<file path="src/hdl/ndpa_pkg.sv">
// ----------------------------------------------------------------------------
// ndpa_pkg: shared types and constants for the node distance and angle unit
// Item structs, CORDIC arctangent table and fixed-point constants.
// ----------------------------------------------------------------------------
package ndpa_pkg;

   localparam int NodesDefault = 1024;
   localparam int IndexWidth   = 10;
   localparam int CordicSteps  = 30;
   localparam int AngleWidth   = 16;
   localparam int DistWidth    = 25;
   localparam int SqWidth      = 50;   // (dx^2+dy^2) << 16
   localparam int RootWidth    = 25;
   localparam int CordicWidth  = 40;   // 17-bit diff << 20, plus growth
   localparam int ZWidth       = 34;

   localparam logic signed [ZWidth-1:0] PiQ30      = 34'sd3373259426;
   localparam logic signed [15:0]       AnglePi    = 16'sd25736;
   localparam logic signed [15:0]       AngleHalfPi = 16'sd12868;

   typedef enum logic [0:0] {
      CMD_STORE = 1'b0,
      CMD_QUERY = 1'b1
   } cmd_type;

   typedef struct packed {
      cmd_type                cmd;
      logic [IndexWidth-1:0]  store_index;
      logic signed [15:0]     store_x;
      logic signed [15:0]     store_y;
      logic [IndexWidth-1:0]  from_node;
      logic [IndexWidth-1:0]  to_node;
   } req_type;

   typedef struct packed {
      logic [DistWidth-1:0]         distance;
      logic signed [AngleWidth-1:0] angle;
   } rsp_type;

   // axis and zero handling decided before the CORDIC, carried alongside
   typedef struct packed {
      logic                         bypass;
      logic signed [AngleWidth-1:0] fixed_angle;
   } axis_type;

   function automatic logic [ZWidth-1:0] atan_q30(input int i);
      logic [ZWidth-1:0] t;
      unique case (i)
         0: t = 34'h03243F6A8;  1: t = 34'h01DAC6705;  2: t = 34'h00FADBAFC;
         3: t = 34'h007F56EA6;  4: t = 34'h003FEAB76;  5: t = 34'h001FFD55B;
         6: t = 34'h000FFFAAA;  7: t = 34'h0007FFF55;  8: t = 34'h0003FFFEA;
         9: t = 34'h0001FFFFD; 10: t = 34'h0000FFFFF; 11: t = 34'h00007FFFF;
        12: t = 34'h00003FFFF; 13: t = 34'h00001FFFF; 14: t = 34'h00000FFFF;
        15: t = 34'h000007FFF; 16: t = 34'h000003FFF; 17: t = 34'h000001FFF;
        18: t = 34'h000000FFF; 19: t = 34'h0000007FF; 20: t = 34'h0000003FF;
        21: t = 34'h0000001FF; 22: t = 34'h0000000FF; 23: t = 34'h00000007F;
        24: t = 34'h00000003F; 25: t = 34'h00000001F; 26: t = 34'h00000000F;
        27: t = 34'h000000007; 28: t = 34'h000000003; 29: t = 34'h000000001;
        default: t = '0;
      endcase
      return t;
   endfunction

endpackage

</file>
<file path="src/hdl/ndpa_sqrt_pipe.sv">
// ----------------------------------------------------------------------------
// ndpa_sqrt_pipe: pipelined rounded integer square root
// One result bit per stage, restoring method, rounding in the last stage.
// ----------------------------------------------------------------------------
module ndpa_sqrt_pipe (
   input  logic                          clock,
   input  logic [ndpa_pkg::SqWidth-1:0]   radicand,
   output logic [ndpa_pkg::RootWidth-1:0] root
);
   import ndpa_pkg::*;

   localparam int Steps = RootWidth;
   localparam int RemW  = RootWidth + 2;

   logic [SqWidth-1:0]   val_ff [Steps+1];
   logic [RootWidth-1:0] q_ff   [Steps+1];
   logic [RemW-1:0]      rem_ff [Steps+1];
   logic [RootWidth-1:0] root_ff;

   always_comb begin
      val_ff[0] = radicand;
      q_ff[0]   = '0;
      rem_ff[0] = '0;
   end

   for (genvar s = 0; s < Steps; s++) begin : g_step
      logic [RemW-1:0]      rem_in;
      logic [RemW-1:0]      trial_in;
      logic [RootWidth-1:0] q_in;
      logic [RemW-1:0]      rem_next_in;
      always_comb begin
         rem_in   = {rem_ff[s][RemW-3:0], val_ff[s][SqWidth-1-2*s -: 2]};
         trial_in = {q_ff[s], 2'b01};
         if (rem_in >= trial_in) begin
            rem_next_in = rem_in - trial_in;
            q_in        = {q_ff[s][RootWidth-2:0], 1'b1};
         end else begin
            rem_next_in = rem_in;
            q_in        = {q_ff[s][RootWidth-2:0], 1'b0};
         end
      end
      always_ff @(posedge clock) begin
         val_ff[s+1] <= val_ff[s];
         q_ff[s+1]   <= q_in;
         rem_ff[s+1] <= rem_next_in;
      end
   end

   // round up when remainder exceeds the root
   always_ff @(posedge clock) begin
      if (rem_ff[Steps] > {2'b00, q_ff[Steps]}) begin
         root_ff <= q_ff[Steps] + 1'b1;
      end else begin
         root_ff <= q_ff[Steps];
      end
   end

   assign root = root_ff;

endmodule

</file>
<file path="config.mk">
export PLATFORM = sky130hd
export DESIGN_NAME = ndpa_sqrt_pipe
export DESIGN_NICKNAME = d
export VERILOG_FILES = /design/src/hdl/ndpa_pkg.sv /design/src/hdl/ndpa_sqrt_pipe.sv
export SDC_FILE = /design/constraint.sdc
export NUM_CORES = 2
export LEC_CHECK = 0
export ABC_AREA = 1
export BUFFER_PORTS_ARGS = -buffer_cell sky130_fd_sc_hd__buf_2
export CORE_AREA = 10 10 368 370
export DETAILED_ROUTE_END_ITERATION = 6
export DIE_AREA = 0 0 378 380
export PLACE_DENSITY = 0.81
export SLEW_MARGIN = 20
export SYNTH_ARGS = -nofsm -noshare
export SYNTH_HDL_FRONTEND = slang
export SYNTH_SLANG_ARGS = --single-unit
</file>
<file path="constraint.sdc">
create_clock -name clock -period 5.39 [get_ports clock]
set_input_delay 0.8085 -clock clock [delete_from_list [all_inputs] [get_ports clock]]
set_output_delay 0.8085 -clock clock [all_outputs]
set_load 0.03 [all_outputs]
</file>
# Word level (Yosys, flattened, before mapping)
# Index checks and enable logic that the tools add are counted.
# op_classes
n_addsub	26
n_lt_le_gt_ge	26
muxes	51
# ops
op	count
$mux W25	24
$ge A27 B10 Y1	1
$ge A27 B11 Y1	1
$ge A27 B12 Y1	1
$ge A27 B13 Y1	1
$ge A27 B14 Y1	1
$ge A27 B15 Y1	1
$ge A27 B16 Y1	1
$ge A27 B17 Y1	1
$ge A27 B18 Y1	1
$ge A27 B19 Y1	1
$ge A27 B20 Y1	1
$ge A27 B21 Y1	1
$ge A27 B22 Y1	1
$ge A27 B23 Y1	1
$ge A27 B24 Y1	1
$ge A27 B25 Y1	1
$ge A27 B26 Y1	1
$ge A27 B3 Y1	1
$ge A27 B4 Y1	1
$ge A27 B5 Y1	1
$ge A27 B6 Y1	1
$ge A27 B7 Y1	1
$ge A27 B8 Y1	1
other kinds (32)	56
# totals
reg_bits	1555
inputBits	51
out_inout_bits	25
elab_cells	179

# Logic depth before layout (Yosys ltp)
# logic_depth
ltp_word	2
mapped_depth	16
mapped_depth_nobuf	15

# Worst setup path after synthesis
# OpenSTA, ideal clock, no wires.
# synth_timing
path_type	register to register
start	register q_ff (netlist bit g_step[2].trial_in[2])
end	register rem_ff (netlist bit g_step[3].rem_in[21])
setup_time_ps	131
t_arrival_ps	1957
required_ps	5259
slack_ps	3302
stages_incl_launch_ff	13
path_buffers	1
synth_period_minus_slack_ps	2088
path_cell_list	dfxtp_1 inv_1 ha_1 a21oi_1 a21boi_0 nor2_1 nand2_1 nor2_1 ha_1 nand2_2 inv_2 clkbuf_1 o21ai_0
# synth_via
elab_chain_len	2
word_cells_on_any_way	3
cone_classes	add/sub: 1; order compare: 1; mux: 1
# synth_lines
item	line	rtl
from (decl)	ndpa_sqrt_pipe.sv:16	logic [RootWidth-1:0] q_ff [Steps+1];
from (signal, indexed assignment)	ndpa_sqrt_pipe.sv:44	q_ff[s+1] <= q_in;
$sub A25 B4 Y25 / $ge A27 B4 Y1 (equally long branches)	ndpa_sqrt_pipe.sv:35, ndpa_sqrt_pipe.sv:34	
$mux W25 *	ndpa_sqrt_pipe.sv:34	if (rem_in >= trial_in) begin
via g_step[2].rem_next_in[19]	ndpa_sqrt_pipe.sv:30	logic [RemW-1:0] rem_next_in;
to (signal, indexed assignment)	ndpa_sqrt_pipe.sv:45	rem_ff[s+1] <= rem_next_in;
to (decl)	ndpa_sqrt_pipe.sv:17	logic [RemW-1:0] rem_ff [Steps+1];
# The timed path passes the listed nets; every way through them passes the cells marked *.
# A chain may end at the register's enable or synchronous reset.

# Worst setup path in the final report
# layout_timing
start	register q_ff (netlist bit g_step[24].trial_in[8])
end	register rem_ff[22] in the netlist's numbering
# layout_via
elab_chain_len	2
word_cells_on_any_way	3
cone_classes	add/sub: 1; order compare: 1; mux: 1
# layout_lines
item	line
$sub A27 B26 Y27 / $ge A27 B26 Y1 (equally long branches)	ndpa_sqrt_pipe.sv:35, ndpa_sqrt_pipe.sv:34
$mux W27 *	ndpa_sqrt_pipe.sv:34
via g_step[24].rem_next_in[22]	ndpa_sqrt_pipe.sv:30
# Marks and branches as above.

==> impl_metrics.json <==
{
  "status": "finished clean",
  "via_per_inst": 5.14,
  "slew_headroom_pct": 41.7,
  "yosysWarningCount": 0,
  "place_ws_ns": 2.37,
  "clk_latency_ns": 0.78,
  "synth.top_cells.by_area": "dfxtp_1 (44%), nand2_1 (18%), inv_1 (8.6%)",
  "gr-total-overflow": 0,
  "cts.sinks": 1531,
  "dp_cells": 11400,
  "avgSynthCellArea_um2": 7.18,
  "synth_top_area_share_pct": 43.9,
  "final_util_pct": 59.9,
  "die_h_um": 380,
  "n_antenna_cell": 0,
  "setup_tns_ns": 0,
  "fin_cells": 11700,
  "critPathKind": "reg -> reg",
  "finalPower_uw": 37800,
  "wl_um": 189000,
  "fmax_mhz": 327,
  "p_leak_uw": 0.0421,
  "power.density_nw_per_um2": 491,
  "cts-root-buf": "clkbuf_16",
  "slew_violations": 0,
  "yosysUniqueCellTypes": 52,
  "synth_flop_cell": "dfxtp_1",
  "critical-path-slowest-cell": "inv_2",
  "clk_path_buf_depth": 3,
  "route.vias.total": 60100,
  "hold_buffers": 0,
  "worst-path-max-fanout": 29,
  "min_period_ns": 3.06,
  "core_region_area_um2": 128000,
  "synth_edf_count": 0,
  "routedWlPerCell_um": 16.1,
  "syn2layout_area_growth_pct": 10.3,
  "ys_ff_latch": 1531,
  "layout_commonest_cell": "nand2_1",
  "worst_pin_slew_ns": 0.866,
  "syn_nets": 10200,
  "ios": 76,
  "dp_hpwl_um": 148000,
  "numPortBuffers": 75,
  "arrival_ns": 3.78,
  "grt_max_degree": 34,
  "cts_buffers": 154,
  "grt_pass1_vias": 57200,
  "fin_crit_sh_pct": 56.7,
  "cp_top_family": "simple AND/OR/NAND/NOR gates",
  "peakVddDrop_mv": 0.353,
  "postRouteAntennaNets": 0,
  "hold_class": "in -> reg",
  "nFillCells": 11900,
  "gp_congestion": 0.971,
  "setup_ws_ns": 2.33,
  "slowest_delay_ns": 0.73,
  "htreeDepth": 4,
  "async_flop_share_pct": 0,
  "drive_above_1_share_pct": 5.23,
  "synth_area_um2": 69800,
  "antenna_found_initial": 5,
  "crit_chain": "inv_1 > ha_1 > nand2_1 > nand2_1 > nand2_1 > nand2_1 > inv_1 > nand3_1 > nand2_1 > nand3_2 > inv_2 > nand2_1 > nand2_1",
  "setup_viol": 0,
  "drt_iter0_drc": 5319,
  "start_util_pct": 54.4,
  "final_hold_viol_count": 0,
  "nNetsFinal": 10300,
  "maxCapViolations": 0,
  "final_cell_mix": "nand2_1 (3,288), inv_1 (1,605), dfxtp_1 (1,531), nor2_1 (781), nand3_1 (593)",
  "rsz0062_at_grt": "false",
  "worstPathRequired_ns": 6.11,
  "end_kind": "flop",
  "post_cts_resized": 0,
  "synth_largest_area_cell": "dfxtp_1",
  "die_w_um": 378,
  "drt-pass1-iter-count": 7,
  "post_cts_buffers": 0,
  "dieArea_um2": 144000,
  "track_usage_pct": 25.4,
  "syn_inst": 9731,
  "path_common_cell": "nand2_1",
  "ys_seq_area_share_pct": 43.9,
  "clk_pin_slew_ns": 0.07,
  "tritoncts": "yes",
  "drcViolationCount": 0,
  "crit_path_start_kind": "flop",
  "rows": 132,
  "finClkSkew_ns": 0.0302,
  "grt_pass1_wl_um": 297000,
  "crit_buf_inv": 3
}
Yosys cell counts (14+ instances only):
cell type and count:
o21ai_1 49, nand2_1 3288, or2_2 19, nor4_1 14, nor2_1 781, buf_2 21
a21oi_1 344, inv_1 1605, nor2_2 30, a21oi_2 45, xnor2_1 78, o21ai_2 15
nor3_1 94, inv_2 19, nand4_1 189, o21bai_1 34, buf_4 25, buf_6 36
o21ai_0 168, nand2_2 25, ha_1 377, nand3b_1 70, nand3_1 593, xor2_1 183
dfxtp_1 1531
through the flow:
step / hold WS [ns] / cell area, um2
after detailed placement: 0.312 / 71600
after global placement: 0.310 / 71600
final: 0.114 / 77000
after floorplan: 0.310 / 69800
after CTS: 0.0655 / 77000
after global routing: 0.0857 / 77000
power by group:
group	leakage, uW	switching, uW	internal, uW	total [uW]
clock network	0.00260	4670	6500	11200
registers	0.0128	1900	13500	15400
logic	0.0267	7490	3690	11200
sequential cells by signal, indices dropped and copies added (netlist names):
signal	count
g_step.rem_in	602
val_ff	552
g_step.trial_in	300
rem_ff	27
q_ff	25
root	25
kinds of logic (layout without fill, tap and decap cells):
logic type,Yosys count,in the layout,share of synthesized area (%)
compound gates,685,685,5.50
xor+xnor,261,261,3.27
fa+ha+maj,377,377,6.75
buf+inv,1713,1987,9.80
flops,1531,1531,43.9
other cells,1,1,0.00537
simple gates,5163,5163,30.8
worst register-to-register path, cell delays in order (launching register included):
cell and delay (ns):
dfxtp_1 0.36, inv_1 0.07, ha_1 0.33, nand2_1 0.09, nand2_1 0.07, nand2_1 0.06, nand2_1 0.07, inv_1 0.06
nand3_1 0.22, nand2_1 0.15, nand3_2 0.57, inv_2 0.74, nand2_1 0.13, nand2_1 0.09
cell type report:
type,count,area [um2],area share (%)
multi-input cells,6487,32300,42.0
flip-flops and latches,1531,30600,39.8
inverters,1626,6110,7.93
clock buffers,202,4260,5.53
well taps,1675,2100,2.72
clock inverters,83,1170,1.52
repair buffers,76,383,0.497
metal layers:
layer	GRT usage, %	wire length, um	vias to the layer above
li1	-	-	30400
met5	0	25	-
met4	8.86	6470	4
met1	34.4	86000	27300
met3	3.55	11100	407
met2	41.3	84900	1884
worst paths after layout:
path | slack [ns] | to | from | cells after the start
max | 2.33 | rem_ff[22] | g_step[24].trial_in[8] | 13
max reg2reg | 2.33 | rem_ff[22] | g_step[24].trial_in[8] | 13
min | 0.11 | val_ff[1223] | radicand[23] | 1
min reg2reg | 0.32 | val_ff[1108] | val_ff[1158] | 0
No activity file was read; power rests on OpenSTA's default activity.
